File: src/hw/rtl/block_allocation_table_assert.svh
// Assertion macros shared by the block allocation table RTL.
`ifndef BLOCK_ALLOCATION_TABLE_ASSERT_SVH
`define BLOCK_ALLOCATION_TABLE_ASSERT_SVH
`ifndef ASSERT_OFF
// Check a property on every rising edge while out of reset.
`define BAT_ASSERT(lbl, clk, rstn, prop) \
  lbl: assert property (@(posedge clk) disable iff (!rstn) prop) \
    else $error("block allocation table check failed");
// Check that a condition never holds while out of reset.
`define BAT_ASSERT_NEVER(lbl, clk, rstn, cond) \
  lbl: assert property (@(posedge clk) disable iff (!rstn) !(cond)) \
    else $error("block allocation table forbidden condition");
`else
`define BAT_ASSERT(lbl, clk, rstn, prop)
`define BAT_ASSERT_NEVER(lbl, clk, rstn, cond)
`endif
`endif

File: src/hw/rtl/bat_ram.sv
// Generic single-port-write, single-port-read RAM with registered read data.
`timescale 1ns / 1ps
module bat_ram #(
  parameter int Width = 8,
  parameter int Depth = 16,
  localparam int AddrW = (Depth > 1) ? $clog2(Depth) : 1
) (
  input  logic             clk_i,
  input  logic             we_i,
  input  logic [AddrW-1:0] waddr_i,
  input  logic [Width-1:0] wdata_i,
  input  logic [AddrW-1:0] raddr_i,
  output logic [Width-1:0] rdata_o
);

  logic [Width-1:0] mem_q [Depth];

  // Write one word and register one read word per cycle
  always_ff @(posedge clk_i) begin
    if (we_i) begin
      mem_q[waddr_i] <= wdata_i;
    end
    rdata_o <= mem_q[raddr_i];
  end

endmodule

File: config.mk
export PLATFORM = sky130hd
export DESIGN_NAME = bat_ram
export DESIGN_NICKNAME = d
export VERILOG_FILES = /design/src/hw/rtl/block_allocation_table_assert.svh /design/src/hw/rtl/bat_ram.sv
export SDC_FILE = /design/constraint.sdc
export NUM_CORES = 1
export LEC_CHECK = 0
export ABC_CLOCK_PERIOD_IN_PS = 4500
export BUFFER_PORTS_ARGS = -buffer_cell sky130_fd_sc_hd__buf_2
export CAP_MARGIN = 20
export CORE_ASPECT_RATIO = 0.7
export CORE_MARGIN = 2
export CORE_UTILIZATION = 65
export CTS_BUF_LIST = sky130_fd_sc_hd__clkbuf_16
export DETAILED_ROUTE_END_ITERATION = 6
export PLACE_DENSITY = 0.84
export SETUP_SLACK_MARGIN = 0.02
export SLEW_MARGIN = 20
export SYNTH_ARGS = -nofsm -noshare
export SYNTH_HDL_FRONTEND = slang
export SYNTH_SLANG_ARGS = --single-unit
File: constraint.sdc
create_clock -name clk_i -period 4.5 [get_ports clk_i]
set_clock_uncertainty 0.05 [all_clocks]
set_input_delay 0.225 -clock clk_i [delete_from_list [all_inputs] [get_ports clk_i]]
set_output_delay 0.225 -clock clk_i [all_outputs]
set_load 0.02 [all_outputs]
Word-level counts from Yosys, hierarchy flattened
Memories as Yosys holds them, arrays and structs flattened. A register that Yosys moved wholly into a read port is not among the register bits.
Cells that the tools add are included.
{"block": "totals", "reg_bits": 0, "latchBits": 0, "mem_bits_rw": 128, "rom_bits": 0, "in_bits": 18, "out_inout_bits": 8, "word_cells": 3, "memories": 1}
{"name": "mem_q", "depth": 16, "word_bits": 8, "read_ports": 1, "rd_clocked_by_memory_dff": 1, "wr": 1, "line": "bat_ram.sv:16", "rtl": "logic [Width-1:0] mem_q [Depth];"}
{"block": "op_classes", "addsub": 0, "multipliers": 0, "n_div": 0, "n_lt_le_gt_ge": 0, "n_eq_ne": 0, "n_shift": 0, "mux": 2, "bitwise_logic": 0, "n_reduce_logical": 0}
{"operator": "$mux 1", "count": 2}

Depth between registers and ports, before layout
Gate-level depths: netlist (run 1).
{"block": "depth", "word_depth": 2, "depth_mapped": 5, "ltp_nobuf": 3}

Worst setup path before layout (run 1)
No wires, ideal clock.
{"block": "synth_timing", "kind": "input -> register", "startpoint": "input waddr_i[2]", "endpoint": "memory mem_q[0][0], enable pin", "setup_time_ns": 0.383, "t_arrival_ns": 1.335, "required_ns": 4.067, "setup_slack_ns": 2.732, "path_stages": 2, "n_path_buf": 0, "cell_sequence": "or3b_2 nor3_1"}
{"item": "from (decl)", "line": "bat_ram.sv:10", "rtl": "input logic [AddrW-1:0] waddr_i,"}
{"item": "to (decl)", "line": "bat_ram.sv:16"}
No word-level cell before the write port.

==> results of run 1 <==
[worst max-delay path, delay by kind of cell]
| family | cells | cell delay (ps) |
|---|---|---|
| AND/OR/NAND/NOR | 1 | 80 |
| buffers and inverters | 1 | 750 |
| multiplexers | 1 | 750 |
| AO/OA/AOI/OAI | 1 | 190 |
[flip-flops by register name, summed over array words and instances (netlist names)]
name     count
mem_q      128
rdata_o      8
[stage by stage]
step                      setup WS [ps]  utilization [%]
after floorplan                    2730                -
after global placement             2190             68.6
after detailed placement           2290             68.7
after CTS                          2680             76.3
after global routing               2580             76.3
final                              2720             76.3
[synth_stat cells]
| library cell | n |
|---|---|
| and2_1 | 1 |
| mux4_2 | 18 |
| nor3_1 | 4 |
| edfxtp_1 | 128 |
| nand3_1 | 1 |
| nand2b_1 | 2 |
| nand2_1 | 9 |
| nor2_1 | 13 |
| nand3b_1 | 2 |
| a22oi_1 | 16 |
| buf_2 | 3 |
| nor2b_1 | 1 |
| buf_6 | 3 |
| or3b_2 | 1 |
| buf_4 | 1 |
| dfxtp_1 | 8 |
| clkdlybuf4s25_2 | 3 |
| mux4_1 | 14 |
| and2b_1 | 1 |
[power by group]
group | internal [mW] | switching (mW) | total [mW] | leakage, nW
sequential | 1.42 | 0.00869 | 1.43 | 1.22
combinational | 0.0511 | 0.0858 | 0.137 | 0.483
clock | 0.906 | 0.474 | 1.38 | 0.289
[routing by layer]
layer / wire, um / part of all wire, %
met5: 0 / 0
met4: 116 / 1.2
met1: 4110 / 41
met2: 4780 / 48
met3: 999 / 10
[placed cells by master, fill, tap and decap left out]
cell type,netlist,layout
and2_1,1,1
mux4_2,18,18
dfxtp_1,8,8
nor2_1,13,13
nand3_1,1,1
bufinv_16,0,4
a22oi_1,16,16
clkinv_1,0,3
nor3_2,0,2
nor2b_1,1,1
buf_2,3,25
nand2_1,9,9
clkbuf_16,0,17
clkinv_2,0,2
nand2b_1,2,2
mux4_1,14,14
inv_1,0,2
and2b_1,1,1
buf_4,1,2
nor3_1,4,2
clkinvlp_4,0,2
edfxtp_1,128,128
nand3b_1,2,2
or3b_2,1,1
[kinds of logic (layout without fill, tap and decap cells)]
family                 Yosys count  after routing  synth area share [%]
buffers and inverters           10             57                  1.68
flip-flops                     136            136                  77.8
multiplexers                    32             32                  15.0
AO/OA/AOI/OAI                   16             16                  2.33
AND/OR/NAND/NOR                 35             35                  3.18
[worst min path at each step]
stage / cells past startpoint / startpoint / to / slack, ps
2_1_floorplan: 0 / wdata_i[0] / mem_q[0][0]$_DFFE_PP_ / 270
3_3_place_gp: 1 / wdata_i[5] / mem_q[15][5]$_DFFE_PP_ / 580
3_5_place_dp: 1 / wdata_i[0] / mem_q[6][0]$_DFFE_PP_ / 590
4_1_cts: 1 / wdata_i[5] / mem_q[13][5]$_DFFE_PP_ / 150
5_1_grt: 1 / wdata_i[7] / mem_q[12][7]$_DFFE_PP_ / 170
6_report: 1 / wdata_i[6] / mem_q[15][6]$_DFFE_PP_ / 160
[cell type report]
cell class	instances	area, um2
Clock buffer	17	425
Clock inverter	13	164
Fill cell	407	1840
Multi-Input combinational cell	83	1070
Sequential cell	136	4000
Tap cell	101	126
Timing Repair Buffer	27	140
==> impl_metrics.yaml, run 1 <==
run_status:
  run_status: "complete, no violations"
pwr:
  worst_ir_drop_vdd_uv: 484
  leakagePower_nw: 2.00
  power_density_nw_per_um2: 497
  power.total_mw: 2.94
drt:
  count_of_nets_left_with_antenna_violations_after_detail_routing: 0
  detail_route.iter0.violations: 256
  detailroute.via_count: 2439
  totalWireLength_mm: 10.0
  drc_errors: 0
  routed_wire_length_per_instance_um: 26.5
  vias_per_cell: 6.47
  detailed_routing_iterations_pass_1: 5
min_path:
  worst_hold_path_type: "primary input to flip-flop"
global_routing:
  grt_start_max_net_pins: 33
  grt_most_used_layer: "met2"
  global_route.usage.met3_pct: 7.89
  grt_overflow: 0
  via_count_of_the_first_global_routing_pass: 2405
  globalRouteMet2Util_pct: 39.6
  globalRouteMet1Util_pct: 37.7
  grt_antenna_before_repair: 0
  grt_pass1_wl_mm: 14.9
  global_route.usage.total_pct: 26.5
place:
  gp_routability_congestion: 0.790
  dp.final_hpwl_mm: 5.94
  place.port_buffers: 25
  dp_cells: 347
  placedInstanceArea_um2: 5340
setup_path:
  required_ps: 4730
  worst_setup_path_endpoint: "rdata_o[2]$_DFF_P_"
  start_kind: "primary input"
  critPathLaunch: "raddr_i[0]"
  timing.critical_path.cells: "buf_2 > mux4_1 > a22oi_1 > nand2_1"
  timing.reg2reg.worst_path_depth: 3
  r2r_setup_slack_ps: 3080
  regToRegEndpoint: "rdata_o[1]$_DFF_P_"
  crit-reg2reg-launch: "mem_q[9][1]$_DFFE_PP_"
  standard_cell_with_the_maximum_stage_delay_on_the_critical_path: "buf_2"
  critical-path-max-stage-delay_ps: 750
  crit_path_max_fanout: 32
  timing_worst_setup_path_type: "primary input to flip-flop"
  timing.critical_path.arrival_ps: 2020
  kind_of_end_point_of_the_critical_path: "flip-flop"
clock_network:
  clock_sinks: 136
  post_cts_resized: 0
  postCtsSetupBuffers: 0
  tritoncts: "built"
  cts_root_buf: "clkbuf_16"
  cts_max_level: 4
  cts_buffers: 17
  cts_hold_buffers: 0
  insertion_delay_ps: 410
  clockBufferDepth: 2
  clk_pin_slew_worst_paths_ps: 50
run:
  drv.max_cap_violation_count: 0
floorplanning:
  die-width_um: 110
  row_count: 27
  io_pins: 26
  start_util_pct: 66.2
  dieArea_um2: 8660
  fp.coreArea_um2: 7770
  die_h_um: 78.5
yosys:
  synth.lib_cells_used.distinct: 19
  netlist_instances: 229
  syn-mean-instance-area_um2: 22.5
  synth_top_cell_area_share_pct: 74.7
  synth-seq-area-share_pct: 77.8
  yosysWarnings: 0
  netlist_area_um2: 5150
  synth_fp_nets: 247
  synth_top_cell_by_area: "edfxtp_1"
  synth-seq-cells: 136
  post_synth_main_area_contributors: "edfxtp_1 (75%), mux4_2 (7.9%), mux4_1 (7.1%), dfxtp_1 (3.1%), a22oi_1 (2.3%)"
timing:
  final_min_period_over_clock_period_pct: 39.7
  final_hold_slack_ps: 161
  slew_viol_final: 0
  fmax_ghz: 0.560
  slew_headroom_pct: 32.8
  rsz_0062_raised_after_global_routing: "false"
  setup_tns_ps: 0
  final_hold_viol_count: 0
  setup_viol_count_final: 0
  final_period_minus_worst_setup_slack_ps: 1780
  max_slew.worst_pin.slew_ps: 1010
cells_and_area:
  area_delta_synth_final_pct: 15.1
  layout-drive-gt1-share_pct: 26.4
  post-route-cell-area_um2: 5930
  finalNetCount: 283
  stdcell_count: 377
  insertedDiodeCount: 0
Note: power is estimated with default switching activity, not from simulation.
==> inputs of run 2 (changes only) <==
--- a/config.mk
+++ b/config.mk
@@ -5,15 +5,15 @@
 export SDC_FILE = /design/constraint.sdc
 export NUM_CORES = 1
 export LEC_CHECK = 0
-export ABC_CLOCK_PERIOD_IN_PS = 4500
+export ABC_CLOCK_PERIOD_IN_PS = 1600
 export BUFFER_PORTS_ARGS = -buffer_cell sky130_fd_sc_hd__buf_2
 export CAP_MARGIN = 20
 export CORE_ASPECT_RATIO = 0.7
 export CORE_MARGIN = 2
-export CORE_UTILIZATION = 65
+export CORE_UTILIZATION = 54
 export CTS_BUF_LIST = sky130_fd_sc_hd__clkbuf_16
 export DETAILED_ROUTE_END_ITERATION = 6
-export PLACE_DENSITY = 0.84
+export PLACE_DENSITY = 0.74
 export SETUP_SLACK_MARGIN = 0.02
 export SLEW_MARGIN = 20
 export SYNTH_ARGS = -nofsm -noshare
==> constraint.sdc (replaced) <==
create_clock -name clk_i -period 1.6 [get_ports clk_i]
set_clock_uncertainty 0.05 [all_clocks]
set_input_delay 0.08 -clock clk_i [delete_from_list [all_inputs] [get_ports clk_i]]
set_output_delay 0.08 -clock clk_i [all_outputs]
set_load 0.02 [all_outputs]
==> run 2 against run 1 <==
Routed wire length down 1.3%. Non-clock buffer count grew 24. Worst hold slack lost 150 ps. Combinational power increased to 3.0 times the previous value. Design area is 4.6% higher. Sequential power grew to 2.8 times the previous value. Critical path depth down 1. Cell count is 13% higher. Critical endpoint is now rdata_o[4]$_DFF_P_. Largest power group unchanged.
==> impl_metrics.yaml, run 2 (synthesized netlist as in run 1, its figures left out) <==
run_status:
  run_status: "complete, no violations"
timing:
  rsz_0062_raised_after_global_routing: "false"
  setup_viol_count_final: 0
  fmax_ghz: 0.713
  final_min_period_over_clock_period_pct: 87.7
  setup_ws_ps: 197
  final_period_minus_worst_setup_slack_ps: 1400
  slew_headroom_pct: 47.5
  final_hold_viol_count: 0
  final_hold_slack_ps: 12.1
  setup_tns_ps: 0
  max_slew.worst_pin.slew_ps: 786
  slew_viol_final: 0
pwr:
  pwr-share-seq_pct: 48.2
  p_comb_share_pct: 4.9
  worst_ir_drop_vdd_uv: 1060
  power.switching_fraction_pct: 19.3
  power_density_nw_per_um2: 1340
  part_of_the_total_power_dissipated_in_the_clock_network_pct: 46.9
  power_report.internal_total_mw: 6.72
  leakagePower_nw: 2.16
  switching_component_of_the_power_mw: 1.61
global_routing:
  grt_start_max_net_pins: 19
  grt_pass1_wl_mm: 15.3
  via_count_of_the_first_global_routing_pass: 2567
  grt_overflow: 0
  grt_antenna_before_repair: 1
  global_route.usage.total_pct: 21.7
clock_network:
  insertion_delay_ps: 410
  postCtsSetupBuffers: 0
  tritoncts: "built"
  post_cts_resized: 0
  cts_max_level: 4
  clockBufferDepth: 2
  clock_sinks: 136
  cts_buffers: 17
  clk_pin_slew_worst_paths_ps: 50
  cts_root_buf: "clkbuf_16"
setup_path:
  crit_path_max_fanout: 1
  crit_buf_inv: 0
  critical_path.top_delay_family: "multiplexers"
  standard_cell_with_the_maximum_stage_delay_on_the_critical_path: "mux4_1"
  required_ps: 1830
  r2r_setup_slack_ps: 200
  timing.critical_path.cells: "mux4_1 > a22oi_1 > nand2_1"
  timing.critical_path.arrival_ps: 1640
  timing_worst_setup_path_type: "flip-flop to flip-flop"
  critical-path-max-stage-delay_ps: 530
  kind_of_end_point_of_the_critical_path: "flip-flop"
  start_kind: "flip-flop"
drt:
  routed_wire_length_per_instance_um: 23.1
  detailroute.via_count: 2446
  vias_per_cell: 5.73
  count_of_nets_left_with_antenna_violations_after_detail_routing: 0
  detail_route.iter0.violations: 298
  detailed_routing_iterations_pass_1: 4
  totalWireLength_mm: 9.88
  drc_errors: 0
cells_and_area:
  mostFrequentLayoutCell: "edfxtp_1"
  area_delta_synth_final_pct: 20.5
  most-common-layout-cells: "edfxtp_1 (128), buf_2 (25), mux4_2 (18), clkbuf_16 (17), buf_4 (17)"
  reg.largest.list: "mem_q: 128 flops, rdata_o: 8 flops"
  largest_register: "mem_q"
  finalNetCount: 307
  largest_reg_flops: 128
  layout-drive-gt1-share_pct: 31.1
floorplanning:
  dieArea_um2: 10300
  die_h_um: 85.7
  row_count: 29
  fp.coreArea_um2: 9180
  die-width_um: 121
  start_util_pct: 56.1
  io_pins: 26
place:
  dp.final_hpwl_mm: 6.39
  place.port_buffers: 25
  gp_routability_congestion: 0.734
  pre_cts_setup_slack_ps: 85.4
run:
  drv.max_cap_violation_count: 0
min_path:
  worst_hold_path_type: "primary input to flip-flop"
run 2: cell count changes in the layout (fill, tap and decap cells not counted), sizes merged:
cell and change:
buf +19, dlygate4sd3 +5, clkinv +2, clkinvlp -2, inv +2, diode +1
run 2: cell type report:
class	instances	area, um2
Clock buffer	17	425
Timing Repair Buffer	51	383
Antenna cell	1	2.50
Sequential cell	136	4000
Tap cell	124	155
Clock inverter	15	170
Multi-Input combinational cell	83	1060
Fill cell	608	2980
run 2: repair_timing:
action | CTS | global route
hold buffers | 5 | 0
setup endpoints to repair | 0 | 0
hold endpoints to repair | 65 | 0
run 2: routing by layer:
layer | global-route usage, % | part of all wire, %
met4 | 5.39 | 0.42
met2 | 32.3 | 48
met3 | 8.44 | 8.5
met5 | 0 | 0
met1 | 30.9 | 44
run 2: power groups by stage:
| stage | clock network (mW) | registers [mW] | logic, mW |
|---|---|---|---|
| 2_1_floorplan | 0 | 4.10 | 0.202 |
| 3_3_place_gp | 0 | 4.08 | 0.392 |
| 3_5_place_dp | 0 | 4.09 | 0.402 |
| 4_1_cts | 3.96 | 4.01 | 0.413 |
| 5_1_grt | 4.11 | 4.02 | 0.444 |
| 6_report | 3.91 | 4.01 | 0.409 |
run 2: worst paths after layout:
path	endpoint	startpoint	cells past startpoint
setup / recovery	rdata_o[4]$_DFF_P_	mem_q[9][4]$_DFFE_PP_	3
hold / removal	mem_q[14][0]$_DFFE_PP_	wdata_i[0]	1
setup reg to reg	rdata_o[4]$_DFF_P_	mem_q[9][4]$_DFFE_PP_	3
hold reg to reg	rdata_o[3]$_DFF_P_	mem_q[4][3]$_DFFE_PP_	3
run 2: metrics by stage:
step	instances	util, %	power, mW	area [um2]
global route	426	67.5	8.57	6200
finish	427	67.6	8.33	6200
CTS	426	67.5	8.39	6200
global placement	389	60.5	4.47	5550
detailed placement	389	60.5	4.49	5550
floorplan	229	-	4.31	5150
